--- src/bitmap_first_fit_page_allocator_macros.svh ---
// Assertion helpers shared by the allocator RTL.
// Each helper samples on the rising edge of clk and is disabled while rst_n is low.
`ifndef BITMAP_FIRST_FIT_PAGE_ALLOCATOR_MACROS_SVH
`define BITMAP_FIRST_FIT_PAGE_ALLOCATOR_MACROS_SVH

// Consequent must hold in the same cycle as the antecedent.
`define BFFPA_ASSERT_NOW(label, ante, cons, msg) \
    label: assert property (@(posedge clk) disable iff (!rst_n) (ante) |-> (cons)) \
        else $error(msg);

// Consequent must hold in the cycle after the antecedent.
`define BFFPA_ASSERT_NEXT(label, ante, cons, msg) \
    label: assert property (@(posedge clk) disable iff (!rst_n) (ante) |=> (cons)) \
        else $error(msg);

`endif

--- src/bffpa_pkg.sv ---
package bffpa_pkg;

    // Pool geometry.
    localparam int MAX_PAGES = 256;
    localparam int PAGE_W = $clog2(MAX_PAGES);
    localparam int CNT_W = PAGE_W + 1;
    localparam logic [CNT_W-1:0] POOL_MAX = CNT_W'(MAX_PAGES);

    // One bitmap word per page: taken flag and end-of-allocation flag.
    localparam int PAGE_WORD_W = 2;
    localparam int TAKEN_BIT = 0;
    localparam int END_BIT = 1;

    // Commands.
    localparam logic CMD_ALLOC = 1'b0;
    localparam logic CMD_FREE = 1'b1;

    // Result status codes.
    localparam int STATUS_W = 3;
    localparam logic [STATUS_W-1:0] ST_OK = 3'd0;
    localparam logic [STATUS_W-1:0] ST_BAD_COUNT = 3'd1;
    localparam logic [STATUS_W-1:0] ST_NOT_ENOUGH = 3'd2;
    localparam logic [STATUS_W-1:0] ST_NO_RUN = 3'd3;
    localparam logic [STATUS_W-1:0] ST_BAD_INDEX = 3'd4;

    // Microprogram step addresses.
    localparam int STEP_W = 3;
    localparam logic [STEP_W-1:0] S_IDLE = 3'd0;
    localparam logic [STEP_W-1:0] S_DISP = 3'd1;
    localparam logic [STEP_W-1:0] S_SCAN = 3'd2;
    localparam logic [STEP_W-1:0] S_DECIDE = 3'd3;
    localparam logic [STEP_W-1:0] S_BRANCH = 3'd4;
    localparam logic [STEP_W-1:0] S_MARK = 3'd5;
    localparam logic [STEP_W-1:0] S_WALK = 3'd6;
    localparam logic [STEP_W-1:0] S_OUT = 3'd7;

    // Datapath operations.
    localparam int OP_W = 3;
    localparam logic [OP_W-1:0] OP_NONE = 3'd0;
    localparam logic [OP_W-1:0] OP_LOAD = 3'd1;
    localparam logic [OP_W-1:0] OP_SCAN = 3'd2;
    localparam logic [OP_W-1:0] OP_DECIDE = 3'd3;
    localparam logic [OP_W-1:0] OP_MARK = 3'd4;
    localparam logic [OP_W-1:0] OP_WALK = 3'd5;
    localparam logic [OP_W-1:0] OP_EMIT = 3'd6;

    // Jump condition selects.
    localparam int COND_W = 3;
    localparam logic [COND_W-1:0] C_ACCEPT = 3'd0;
    localparam logic [COND_W-1:0] C_POOL_EMPTY = 3'd1;
    localparam logic [COND_W-1:0] C_LAST = 3'd2;
    localparam logic [COND_W-1:0] C_GO_MARK = 3'd3;
    localparam logic [COND_W-1:0] C_GO_WALK = 3'd4;
    localparam logic [COND_W-1:0] C_REM_LAST = 3'd5;
    localparam logic [COND_W-1:0] C_WALK_END = 3'd6;
    localparam logic [COND_W-1:0] C_OUT_FREE = 3'd7;

    // One control word: operation, condition, target when true, target when false.
    typedef struct packed {
        logic [OP_W-1:0] op;
        logic [COND_W-1:0] cond;
        logic [STEP_W-1:0] tgt_t;
        logic [STEP_W-1:0] tgt_f;
    } ucode_t;

    // Condition flags from the datapath to the sequencer.
    typedef struct packed {
        logic accept;
        logic pool_empty;
        logic last;
        logic go_mark;
        logic go_walk;
        logic rem_last;
        logic walk_end;
        logic out_free;
    } cond_t;

    // Control store.
    function automatic ucode_t ucode_rom(input logic [STEP_W-1:0] step);
        ucode_t w;
        case (step)
            S_IDLE: w = '{OP_LOAD, C_ACCEPT, S_DISP, S_IDLE};
            S_DISP: w = '{OP_NONE, C_POOL_EMPTY, S_DECIDE, S_SCAN};
            S_SCAN: w = '{OP_SCAN, C_LAST, S_DECIDE, S_SCAN};
            S_DECIDE: w = '{OP_DECIDE, C_GO_MARK, S_MARK, S_BRANCH};
            S_BRANCH: w = '{OP_NONE, C_GO_WALK, S_WALK, S_OUT};
            S_MARK: w = '{OP_MARK, C_REM_LAST, S_OUT, S_MARK};
            S_WALK: w = '{OP_WALK, C_WALK_END, S_OUT, S_WALK};
            S_OUT: w = '{OP_EMIT, C_OUT_FREE, S_IDLE, S_OUT};
            default: w = '{OP_NONE, C_ACCEPT, S_IDLE, S_IDLE};
        endcase
        return w;
    endfunction

endpackage

--- src/bffpa_if.sv ---
// Request channel: one allocate or free command per word.
interface bffpa_req_if;
    import bffpa_pkg::*;

    logic valid;
    logic ready;
    logic cmd;
    logic [CNT_W-1:0] req_count;
    logic [PAGE_W-1:0] free_index;

    modport source (output valid, output cmd, output req_count, output free_index,
                    input ready);
    modport sink (input valid, input cmd, input req_count, input free_index,
                  output ready);
endinterface

// Response channel: one result word per request.
interface bffpa_rsp_if;
    import bffpa_pkg::*;

    logic valid;
    logic ready;
    logic [STATUS_W-1:0] status;
    logic [PAGE_W-1:0] first_page;
    logic [CNT_W-1:0] free_count;
    logic [CNT_W-1:0] taken_count;

    modport source (output valid, output status, output first_page, output free_count,
                    output taken_count, input ready);
    modport sink (input valid, input status, input first_page, input free_count,
                  input taken_count, output ready);
endinterface

// Configuration channel: pool size register write.
interface bffpa_cfg_if;
    import bffpa_pkg::*;

    logic valid;
    logic ready;
    logic [CNT_W-1:0] pool_pages;

    modport source (output valid, output pool_pages, input ready);
    modport sink (input valid, input pool_pages, output ready);
endinterface

--- src/bffpa_ram.sv ---
module bffpa_ram #(
    parameter int WIDTH = 2,
    parameter int DEPTH = 256
) (
    input  logic                     clk,
    input  logic                     we,
    input  logic [$clog2(DEPTH)-1:0] waddr,
    input  logic [WIDTH-1:0]         wdata,
    input  logic [$clog2(DEPTH)-1:0] raddr,
    output logic [WIDTH-1:0]         rdata
);

    logic [WIDTH-1:0] mem_reg [DEPTH];
    logic [WIDTH-1:0] rdata_reg;

    // Single write port, registered read port.
    always_ff @(posedge clk)
    begin
        if (we)
        begin
            mem_reg[waddr] <= wdata;
        end
        rdata_reg <= mem_reg[raddr];
    end

    assign rdata = rdata_reg;

endmodule

--- src/bffpa_useq.sv ---
module bffpa_useq (
    input  logic                            clk,
    input  logic                            rst_n,
    input  bffpa_pkg::cond_t                cond,
    output bffpa_pkg::ucode_t               uword,
    output logic [bffpa_pkg::STEP_W-1:0]    step
);
    import bffpa_pkg::*;

    logic [STEP_W-1:0] step_reg;
    logic [STEP_W-1:0] step_next;
    logic hit;

    // Current control word comes straight from the control store.
    assign uword = ucode_rom(step_reg);
    assign step = step_reg;

    // Select the condition named by the control word.
    always_comb
    begin
        case (uword.cond)
            C_ACCEPT: hit = cond.accept;
            C_POOL_EMPTY: hit = cond.pool_empty;
            C_LAST: hit = cond.last;
            C_GO_MARK: hit = cond.go_mark;
            C_GO_WALK: hit = cond.go_walk;
            C_REM_LAST: hit = cond.rem_last;
            C_WALK_END: hit = cond.walk_end;
            C_OUT_FREE: hit = cond.out_free;
            default: hit = 1'b0;
        endcase
        step_next = hit ? uword.tgt_t : uword.tgt_f;
    end

    // Step counter.
    always_ff @(posedge clk or negedge rst_n)
    begin
        if (!rst_n)
        begin
            step_reg <= S_IDLE;
        end
        else
        begin
            step_reg <= step_next;
        end
    end

endmodule

--- src/bitmap_first_fit_page_allocator.sv ---
// Sequence: with P pages in the pool, an allocate scans all P pages, decides, then marks
// an R-page run; a free scans, decides, then walks W pages up to the end mark or pool end.
// One request at a time; each request scans the whole pool once through the
// bitmap RAM read port, so P sets the rate.
// Reset: pool size returns to 256 and per-page valid flops make every page read as
// free with no end mark at once; no clearing pass is needed.
`include "bitmap_first_fit_page_allocator_macros.svh"

module bitmap_first_fit_page_allocator (
    input logic clk,
    input logic rst_n,
    bffpa_cfg_if.sink cfg,
    bffpa_req_if.sink req,
    bffpa_rsp_if.source rsp
);
    import bffpa_pkg::*;

    // Sequencer interface.
    ucode_t uw;
    cond_t cond;
    logic [STEP_W-1:0] step;

    // Bitmap RAM interface.
    logic ram_we;
    logic [PAGE_WORD_W-1:0] ram_wdata;
    logic [PAGE_WORD_W-1:0] ram_rdata;
    logic [MAX_PAGES-1:0] pvalid_reg;
    logic rd_valid_reg;
    logic rd_taken;
    logic rd_end;

    // Datapath registers.
    logic [CNT_W-1:0] pool_reg, pool_next;
    logic cmd_reg, cmd_next;
    logic [CNT_W-1:0] req_reg, req_next;
    logic [PAGE_W-1:0] fidx_reg, fidx_next;
    logic [PAGE_W-1:0] idx_reg, idx_next;
    logic [PAGE_W-1:0] start_reg, start_next;
    logic [CNT_W-1:0] cnt_reg, cnt_next;
    logic [CNT_W-1:0] run_reg, run_next;
    logic [CNT_W-1:0] rem_reg, rem_next;
    logic found_reg, found_next;
    logic [STATUS_W-1:0] status_reg, status_next;

    // Output word registers.
    logic out_valid_reg, out_valid_next;
    logic [STATUS_W-1:0] o_status_reg, o_status_next;
    logic [PAGE_W-1:0] o_first_reg, o_first_next;
    logic [CNT_W-1:0] o_free_reg, o_free_next;
    logic [CNT_W-1:0] o_taken_reg, o_taken_next;

    // Derived values.
    logic [CNT_W-1:0] pool;
    logic [CNT_W-1:0] pool_last;
    logic [CNT_W-1:0] run_inc;
    logic [CNT_W-1:0] run_start;
    logic is_last;
    logic count_bad;
    logic in_accept;
    logic out_accept;

    bffpa_useq u_useq (
        .clk   (clk),
        .rst_n (rst_n),
        .cond  (cond),
        .uword (uw),
        .step  (step)
    );

    bffpa_ram #(
        .WIDTH (PAGE_WORD_W),
        .DEPTH (MAX_PAGES)
    ) u_bitmap (
        .clk   (clk),
        .we    (ram_we),
        .waddr (idx_reg),
        .wdata (ram_wdata),
        .raddr (idx_next),
        .rdata (ram_rdata)
    );

    // Handshakes.
    assign req.ready = (step == S_IDLE);
    assign cfg.ready = (step == S_IDLE) && !out_valid_reg;
    assign in_accept = req.valid && req.ready;
    assign out_accept = out_valid_reg && rsp.ready;

    // Effective pool and loop bounds.
    assign pool = (pool_reg > POOL_MAX) ? POOL_MAX : pool_reg;
    assign pool_last = pool - CNT_W'(1);
    assign is_last = ({1'b0, idx_reg} == pool_last);
    assign run_inc = run_reg + CNT_W'(1);
    assign run_start = {1'b0, idx_reg} + CNT_W'(1) - req_reg;
    assign count_bad = (req_reg == '0) || (req_reg > pool);

    // Pages never written since reset read as free with no end mark.
    assign rd_taken = rd_valid_reg && ram_rdata[TAKEN_BIT];
    assign rd_end = rd_valid_reg && ram_rdata[END_BIT];

    // Conditions for the sequencer.
    always_comb
    begin
        cond.accept = in_accept;
        cond.pool_empty = (pool == '0);
        cond.last = is_last;
        cond.go_mark = (cmd_reg == CMD_ALLOC) && !count_bad && found_reg;
        cond.go_walk = (cmd_reg == CMD_FREE) && ({1'b0, fidx_reg} < pool);
        cond.rem_last = (rem_reg == CNT_W'(1));
        cond.walk_end = rd_end || is_last;
        cond.out_free = !out_valid_reg || rsp.ready;
    end

    // Datapath driven by the current control word.
    always_comb
    begin
        pool_next = pool_reg;
        cmd_next = cmd_reg;
        req_next = req_reg;
        fidx_next = fidx_reg;
        idx_next = idx_reg;
        start_next = start_reg;
        cnt_next = cnt_reg;
        run_next = run_reg;
        rem_next = rem_reg;
        found_next = found_reg;
        status_next = status_reg;
        out_valid_next = out_valid_reg;
        o_status_next = o_status_reg;
        o_first_next = o_first_reg;
        o_free_next = o_free_reg;
        o_taken_next = o_taken_reg;
        ram_we = 1'b0;
        ram_wdata = '0;

        if (cfg.valid && cfg.ready)
        begin
            pool_next = cfg.pool_pages;
        end

        if (out_accept)
        begin
            out_valid_next = 1'b0;
        end

        case (uw.op)
            // Capture the request and aim the read port at page zero.
            OP_LOAD:
            begin
                idx_next = '0;
                if (in_accept)
                begin
                    cmd_next = req.cmd;
                    req_next = req.req_count;
                    fidx_next = req.free_index;
                    cnt_next = '0;
                    run_next = '0;
                    found_next = 1'b0;
                end
            end
            // Count free pages and remember where the first fitting run starts.
            OP_SCAN:
            begin
                if (!rd_taken)
                begin
                    cnt_next = cnt_reg + CNT_W'(1);
                    run_next = run_inc;
                    if (!found_reg && (run_inc == req_reg))
                    begin
                        found_next = 1'b1;
                        start_next = run_start[PAGE_W-1:0];
                    end
                end
                else
                begin
                    run_next = '0;
                end
                idx_next = idx_reg + PAGE_W'(1);
            end
            // Settle the status and point at the first page to modify.
            OP_DECIDE:
            begin
                rem_next = req_reg;
                if (cmd_reg == CMD_ALLOC)
                begin
                    idx_next = start_reg;
                    if (count_bad)
                    begin
                        status_next = ST_BAD_COUNT;
                    end
                    else if (found_reg)
                    begin
                        status_next = ST_OK;
                        cnt_next = cnt_reg - req_reg;
                    end
                    else if (req_reg > cnt_reg)
                    begin
                        status_next = ST_NOT_ENOUGH;
                    end
                    else
                    begin
                        status_next = ST_NO_RUN;
                    end
                end
                else
                begin
                    idx_next = fidx_reg;
                    status_next = ({1'b0, fidx_reg} < pool) ? ST_OK : ST_BAD_INDEX;
                end
            end
            // Mark the granted run taken, end mark on its last page.
            OP_MARK:
            begin
                ram_we = 1'b1;
                ram_wdata[TAKEN_BIT] = 1'b1;
                ram_wdata[END_BIT] = rd_end || (rem_reg == CNT_W'(1));
                rem_next = rem_reg - CNT_W'(1);
                idx_next = idx_reg + PAGE_W'(1);
            end
            // Release pages up to and including the first end mark.
            OP_WALK:
            begin
                ram_we = 1'b1;
                ram_wdata = '0;
                if (rd_taken)
                begin
                    cnt_next = cnt_reg + CNT_W'(1);
                end
                idx_next = idx_reg + PAGE_W'(1);
            end
            // Load the result word once the output register is free.
            OP_EMIT:
            begin
                if (cond.out_free)
                begin
                    out_valid_next = 1'b1;
                    o_status_next = status_reg;
                    o_first_next = ((cmd_reg == CMD_ALLOC) && (status_reg == ST_OK))
                                   ? start_reg : '0;
                    o_free_next = cnt_reg;
                    o_taken_next = pool - cnt_reg;
                end
            end
            OP_NONE:
            begin
            end
            default:
            begin
            end
        endcase
    end

    // Control registers.
    always_ff @(posedge clk or negedge rst_n)
    begin
        if (!rst_n)
        begin
            pool_reg <= POOL_MAX;
            out_valid_reg <= 1'b0;
            pvalid_reg <= '0;
            rd_valid_reg <= 1'b0;
            idx_reg <= '0;
            found_reg <= 1'b0;
        end
        else
        begin
            pool_reg <= pool_next;
            out_valid_reg <= out_valid_next;
            idx_reg <= idx_next;
            found_reg <= found_next;
            rd_valid_reg <= pvalid_reg[idx_next];
            if (ram_we)
            begin
                pvalid_reg[idx_reg] <= 1'b1;
            end
        end
    end

    // Payload registers.
    always_ff @(posedge clk)
    begin
        cmd_reg <= cmd_next;
        req_reg <= req_next;
        fidx_reg <= fidx_next;
        start_reg <= start_next;
        cnt_reg <= cnt_next;
        run_reg <= run_next;
        rem_reg <= rem_next;
        status_reg <= status_next;
        o_status_reg <= o_status_next;
        o_first_reg <= o_first_next;
        o_free_reg <= o_free_next;
        o_taken_reg <= o_taken_next;
    end

    // Result port.
    assign rsp.valid = out_valid_reg;
    assign rsp.status = o_status_reg;
    assign rsp.first_page = o_first_reg;
    assign rsp.free_count = o_free_reg;
    assign rsp.taken_count = o_taken_reg;

    // Marking and walking never touch pages beyond the pool end.
    `BFFPA_ASSERT_NOW(a_mark_in_pool, step == S_MARK, {1'b0, idx_reg} < pool,
                      "mark step addresses a page beyond the pool")
    `BFFPA_ASSERT_NOW(a_walk_in_pool, step == S_WALK, {1'b0, idx_reg} < pool,
                      "walk step addresses a page beyond the pool")
    // The free page count never exceeds the pool when a result is formed.
    `BFFPA_ASSERT_NOW(a_cnt_bound, step == S_OUT, cnt_reg <= pool,
                      "free page count exceeds pool size")
    // A stalled result keeps the sequencer parked on the output step.
    `BFFPA_ASSERT_NEXT(a_out_hold, (step == S_OUT) && out_valid_reg && !rsp.ready,
                       step == S_OUT, "sequencer left output step while result stalled")

endmodule
--- src/flat_wrapper.sv ---
// flat-port wrapper written by rule: the top's interface ports become plain ports
module bitmap_first_fit_page_allocator_flat import bffpa_pkg::*;
  (clk, rst_n, cfg_valid, cfg_pool_pages, cfg_ready, req_valid, req_cmd, req_req_count, req_free_index, req_ready, rsp_valid, rsp_status, rsp_first_page, rsp_free_count, rsp_taken_count, rsp_ready);
  bffpa_cfg_if cfg_i ();
  bffpa_req_if req_i ();
  bffpa_rsp_if rsp_i ();
  input logic clk;
  input logic rst_n;
  input wire logic [$bits(cfg_i.valid)-1:0] cfg_valid;
  input wire logic [$bits(cfg_i.pool_pages)-1:0] cfg_pool_pages;
  output wire logic [$bits(cfg_i.ready)-1:0] cfg_ready;
  input wire logic [$bits(req_i.valid)-1:0] req_valid;
  input wire logic [$bits(req_i.cmd)-1:0] req_cmd;
  input wire logic [$bits(req_i.req_count)-1:0] req_req_count;
  input wire logic [$bits(req_i.free_index)-1:0] req_free_index;
  output wire logic [$bits(req_i.ready)-1:0] req_ready;
  output wire logic [$bits(rsp_i.valid)-1:0] rsp_valid;
  output wire logic [$bits(rsp_i.status)-1:0] rsp_status;
  output wire logic [$bits(rsp_i.first_page)-1:0] rsp_first_page;
  output wire logic [$bits(rsp_i.free_count)-1:0] rsp_free_count;
  output wire logic [$bits(rsp_i.taken_count)-1:0] rsp_taken_count;
  input wire logic [$bits(rsp_i.ready)-1:0] rsp_ready;
  assign cfg_i.valid = cfg_valid;
  assign cfg_i.pool_pages = cfg_pool_pages;
  assign cfg_ready = cfg_i.ready;
  assign req_i.valid = req_valid;
  assign req_i.cmd = req_cmd;
  assign req_i.req_count = req_req_count;
  assign req_i.free_index = req_free_index;
  assign req_ready = req_i.ready;
  assign rsp_valid = rsp_i.valid;
  assign rsp_status = rsp_i.status;
  assign rsp_first_page = rsp_i.first_page;
  assign rsp_free_count = rsp_i.free_count;
  assign rsp_taken_count = rsp_i.taken_count;
  assign rsp_i.ready = rsp_ready;
  bitmap_first_fit_page_allocator u_core (.clk(clk), .rst_n(rst_n), .cfg(cfg_i), .req(req_i), .rsp(rsp_i));
endmodule
--- config.mk ---
export PLATFORM = sky130hd
export DESIGN_NAME = bitmap_first_fit_page_allocator_flat
export DESIGN_NICKNAME = d
export VERILOG_FILES = /design/src/bffpa_pkg.sv /design/src/bffpa_if.sv /design/src/bffpa_ram.sv /design/src/bffpa_useq.sv /design/src/bitmap_first_fit_page_allocator.sv /design/src/flat_wrapper.sv
export VERILOG_INCLUDE_DIRS = /design/src /design/src/src
export SDC_FILE = /design/constraint.sdc
export NUM_CORES = 1
export LEC_CHECK = 0
export ABC_AREA = 1
export BUFFER_PORTS_ARGS = -buffer_cell sky130_fd_sc_hd__buf_2
export CAP_MARGIN = 0
export CORE_UTILIZATION = 36
export DETAILED_ROUTE_END_ITERATION = 10
export HOLD_SLACK_MARGIN = 0.03
export PLACE_DENSITY_LB_ADDON = 0.05
export SETUP_SLACK_MARGIN = 0.05
export SLEW_MARGIN = 20
export SYNTH_ARGS = -nofsm -noshare
export SYNTH_HDL_FRONTEND = slang
export SYNTH_SLANG_ARGS = --single-unit
--- constraint.sdc ---
create_clock -name clk -period 13.7 [get_ports clk]
set_input_delay 4.11 -clock clk [delete_from_list [all_inputs] [get_ports clk]]
set_output_delay 4.11 -clock clk [all_outputs]
set_load 0.03 [all_outputs]
==> results.md <==
Logic synthesis:
- After synthesis the netlist holds a flip-flop and latch count of ~880.
- The number of different library cells in the post-synthesis netlist is 50.
- Counting every instance in the synthesized netlist gives 4388.
- The multiplexer share of the synthesized area is less than 1%.
- The compound-gate portion of the synthesized area is roughly 5.2%.
- The synthesized area divided by synthesized cell count is between 9 and 10 um2.
- After synthesis the cells add up to 41740 um2.
- The share of synthesized cell area in and, or, nand and nor gates is about 23%.
- The dominant synthesized flop cell is sky130_fd_sc_hd__edfxtp_1.
- The number of synthesized flops with an enable pin is ~600.
- After Yosys synthesis, XOR and XNOR cells account for less than 1% of the synthesized area.
- The share of synthesized registers carrying an async set or reset is between 30% and 40%.
- By area the synthesized netlist is led by sky130_fd_sc_hd__edfxtp_1 (43%), sky130_fd_sc_hd__dfrtp_1 (17%), sky130_fd_sc_hd__nand3_1 (9.6%), sky130_fd_sc_hd__nand2_1 (6.6%), sky130_fd_sc_hd__inv_1 (5.5%).
- The dominant combinational cell family by area after synthesis is simple AND/OR/NAND/NOR gates.
- The number of nets handed over by synthesis was 4485.
- The biggest area contributor in the post-synthesis netlist is sky130_fd_sc_hd__edfxtp_1.
- The adder-cell area share of the yosys netlist is under 10%.
- The share of synthesized area occupied by flip-flops and latches is approximately 60%.
- The number of warning messages in the yosys log is 0.
- In this run the biggest area consumer among cell types represents 42.95% of the synthesized area.

Global routing:
- Entering global routing, the biggest net connects 185 pins.
- The first-pass GRT wire length is 202.2 mm.
- In the global route stage, met1 resource usage came out at 32.68%.
- The via count of the first global-routing pass is 30550.
- The total congestion overflow after global routing is 0.
- The met2 track demand over resource is between 30 and 40%.
- The initial antenna violation count is 7.
- The global routing met3 resource utilization is roughly 3%.
- The global routing stage identified its most utilized layer as met2.
- Global routing used between 20 and 25% of the available tracks.

Worst setup path:
- The dominant cell type by count on the critical path is sky130_fd_sc_hd__inv_1.
- Of all nets on the critical path, the largest fanout is 7.
- The kind of start point of the critical path is a flop.
- The largest single stage delay on the critical path is roughly 460 ps.
- The critical path goes through inv_1 -> ha_1 -> inv_1 -> nor3_1 -> buf_2.
- The data arrival time of the worst path is around 2300 ps.
- The critical path contains buffers and inverters numbering 3 combined.
- For the worst setup path, the data required time is ~9600 ps.
- The type of the worst setup path is flop to primary output.
- The worst setup path is captured at a primary output.
- The cell family contributing the most delay on the critical path is buffers and inverters.
- The slowest cell on the critical path is sky130_fd_sc_hd__dfrtp_1.

Clock tree:
- Counting the buffers created by CTS gives 103.
- The cell at the root of the clock tree is sky130_fd_sc_hd__clkbuf_16.
- The clock edge transition at the registers on the reported setup and hold paths is around 60 ps.
- In this run the deepest clock path goes through 3 buffers.
- The CTS sink count is slightly below 900.
- The count of hold buffers inserted by post-cts repair is 0.
- The clock tree from TritonCTS is built.
- The number of setup buffers added after CTS is 0.
- After clock tree synthesis, the repair step resized 0 gates.
- The clock insertion delay at the later pin of the skew report is 690 ps.
- The H-tree depth is 3.

Drt:
- The iteration count of the initial detailed-routing pass is 9.
- Summing over every cut layer, the via total after detailed routing is a little over 30000.
- The via count normalized by instance count is 5.205.
- The post-detailed-route count of antenna-violating nets is 0.
- The number of remaining DRC errors is 8.
- After detailed routing, the average wire length per cell comes to ~23 um.
- The routed design has between 100 and 150 mm of wire.
- The initial detailed-routing violation count is ~2500.

Placed design:
- The placer's final routability congestion estimate is about 0.83.
- In this run the tool buffered the top-level ports with 63 buffer cells.
- The HPWL after detailed placement is between 70 and 80 mm.

Timing:
- Dividing the final minimum period by the clock period gives 46.50%.
- The final setup violation count is 0.
- Setup repair after global routing left no endpoint under its margin.
- The number of hold violations in the final report is 0.
- The achievable frequency is roughly 160 MHz.
- The final setup TNS is 0 ps.
- On the final layout, the worst clock skew is between 15 and 20 ps.
- The worst max-slew margin expressed relative to the limit is 20.82%.
- The clock period minus final worst setup slack is about 6400 ps.
- The count of pins over their slew limit was 0.
- For the pin with the worst max-slew slack, the measured transition is between 1000 and 1500 ps.

Status:
- The run finished, with violations left.
- The checks that failed: DRC.

Cells and area:
- The top cell types in the final layout, fill and taps aside, are sky130_fd_sc_hd__nand3_1 (800), sky130_fd_sc_hd__nand2_1 (723), sky130_fd_sc_hd__inv_1 (613).
- Relative to the synthesized area, the layout overhead comes to 11.68%.
- The flip-flop count of the largest register, all copies and words added is between 500 and 600.
- The number of nets in the finished design is about 4400.
- The leading cell type in the layout, fill and taps excluded is sky130_fd_sc_hd__nand3_1.
- Of the cells placed in the final design, the portion with a size suffix greater than 1 is roughly 7.5%.

Floorplanning:
- The initialized floorplan defines ~120 standard-cell rows.
- The initial core utilization is between 30% and 40%.
- The area enclosed by the die boundary is about 120000 um2.
- The overall die height is about 340 um.
- In this run the count of I/O pins placed on the die edge is 64.
- The horizontal extent of the die is 342.5 um.
- The core region is approximately 110000 um2.

Worst hold path:
- The worst hold path belongs to the class flop to flop.

Job:
- Max-cap violations in this run came to 0.
[through the flow]
stage / utilization (%) / std cells / instance area [um2] / setup WS [ps] / hold WS [ps]
after global placement: 37.63 / 5745 / 43140 / 7952 / 437.1
after detailed placement: 37.63 / 5746 / 43150 / 7941 / 444.7
after global routing: 40.65 / 5940 / 46610 / 7160 / 466.5
after floorplan: - / 4388 / 41740 / 3790 / 427.4
after CTS: 40.65 / 5940 / 46610 / 7189 / 457.9
final: 40.65 / 5941 / 46610 / 7329 / 455.0
[routing by layer]
metal | vias up | routed length [um]
met4 | 0 | 2943
met3 | 170 | 6549
met5 | - | 0
met1 | 15500 | 63010
met2 | 752 | 63580
li1 | 14500 | -
[worst paths after layout]
path                       depth (start not counted)  slack [ps]                  start                  endpoint
min reg2reg                                        2         460  u_core.pvalid_reg[32]     u_core.pvalid_reg[32]
min                                                2         460  u_core.pvalid_reg[32]     u_core.pvalid_reg[32]
max in group asynchronous                          2        8760                  rst_n    u_core.pvalid_reg[253]
max reg2reg                                       19        8050  u_core.u_useq.step[1]  u_core.u_bitmap.rdata[1]
max                                                5        7330  u_core.u_useq.step[1]                 cfg_ready
min in group asynchronous                          1        3430                  rst_n          u_core.found_reg
[layout make-up]
cell class                      count  area, um2
Fill cell                       11500      68040
Sequential cell                   878      24950
Multi-Input combinational cell   2609      13150
Clock buffer                      154       3023
Inverter                          628       2369
Tap cell                         1512       1892
Timing Repair Buffer              119      795.8
Clock inverter                     40      434.2
Antenna cell                        1      2.502
[cells by family (layout without fill, tap and decap cells)]
logic type | after synthesis | in the layout
buffers and inverters | 901 | 941
DFF | 878 | 878
other | 0 | 1
muxes | 5 | 5
AOI/OAI and AO/OA | 392 | 392
adders and majority gates | 65 | 65
xor gates and xnor gates | 39 | 39
and+or+nand+nor | 2108 | 2108
[worst register-to-register path, stage by stage, from the launching register on]
cell and delay, ps:
sky130_fd_sc_hd__dfrtp_1 480, sky130_fd_sc_hd__inv_1 120, sky130_fd_sc_hd__ha_1 330, sky130_fd_sc_hd__o21ai_1 370, sky130_fd_sc_hd__nand3_4 280, sky130_fd_sc_hd__inv_2 320, sky130_fd_sc_hd__nand2_1 160, sky130_fd_sc_hd__nand3_4 350
sky130_fd_sc_hd__nand2_8 550, sky130_fd_sc_hd__inv_6 910, sky130_fd_sc_hd__buf_4 650, sky130_fd_sc_hd__nand2_1 120, sky130_fd_sc_hd__nand3_1 90, sky130_fd_sc_hd__nand3_1 90, sky130_fd_sc_hd__nand3_1 170, sky130_fd_sc_hd__nand3_1 170
sky130_fd_sc_hd__nand3_1 140, sky130_fd_sc_hd__nand3_1 90, sky130_fd_sc_hd__nand3_1 70, sky130_fd_sc_hd__nand2_1 60
[cell usage after synthesis, drive strengths merged, types with 19 or more instances]
library cell,n
xor2,30
nand3b,147
nor2,373
buf,166
a21oi,34
clkbuf,107
edfxtp,597
ha,62
nor3,19
nand3,804
o21ai,283
dfrtp,278
o211ai,47
inv,621
nand2,739
Power is left out: the tool's default activity adds up to more than one toggle a clock period on the data nets, which glitch-free logic cannot reach.
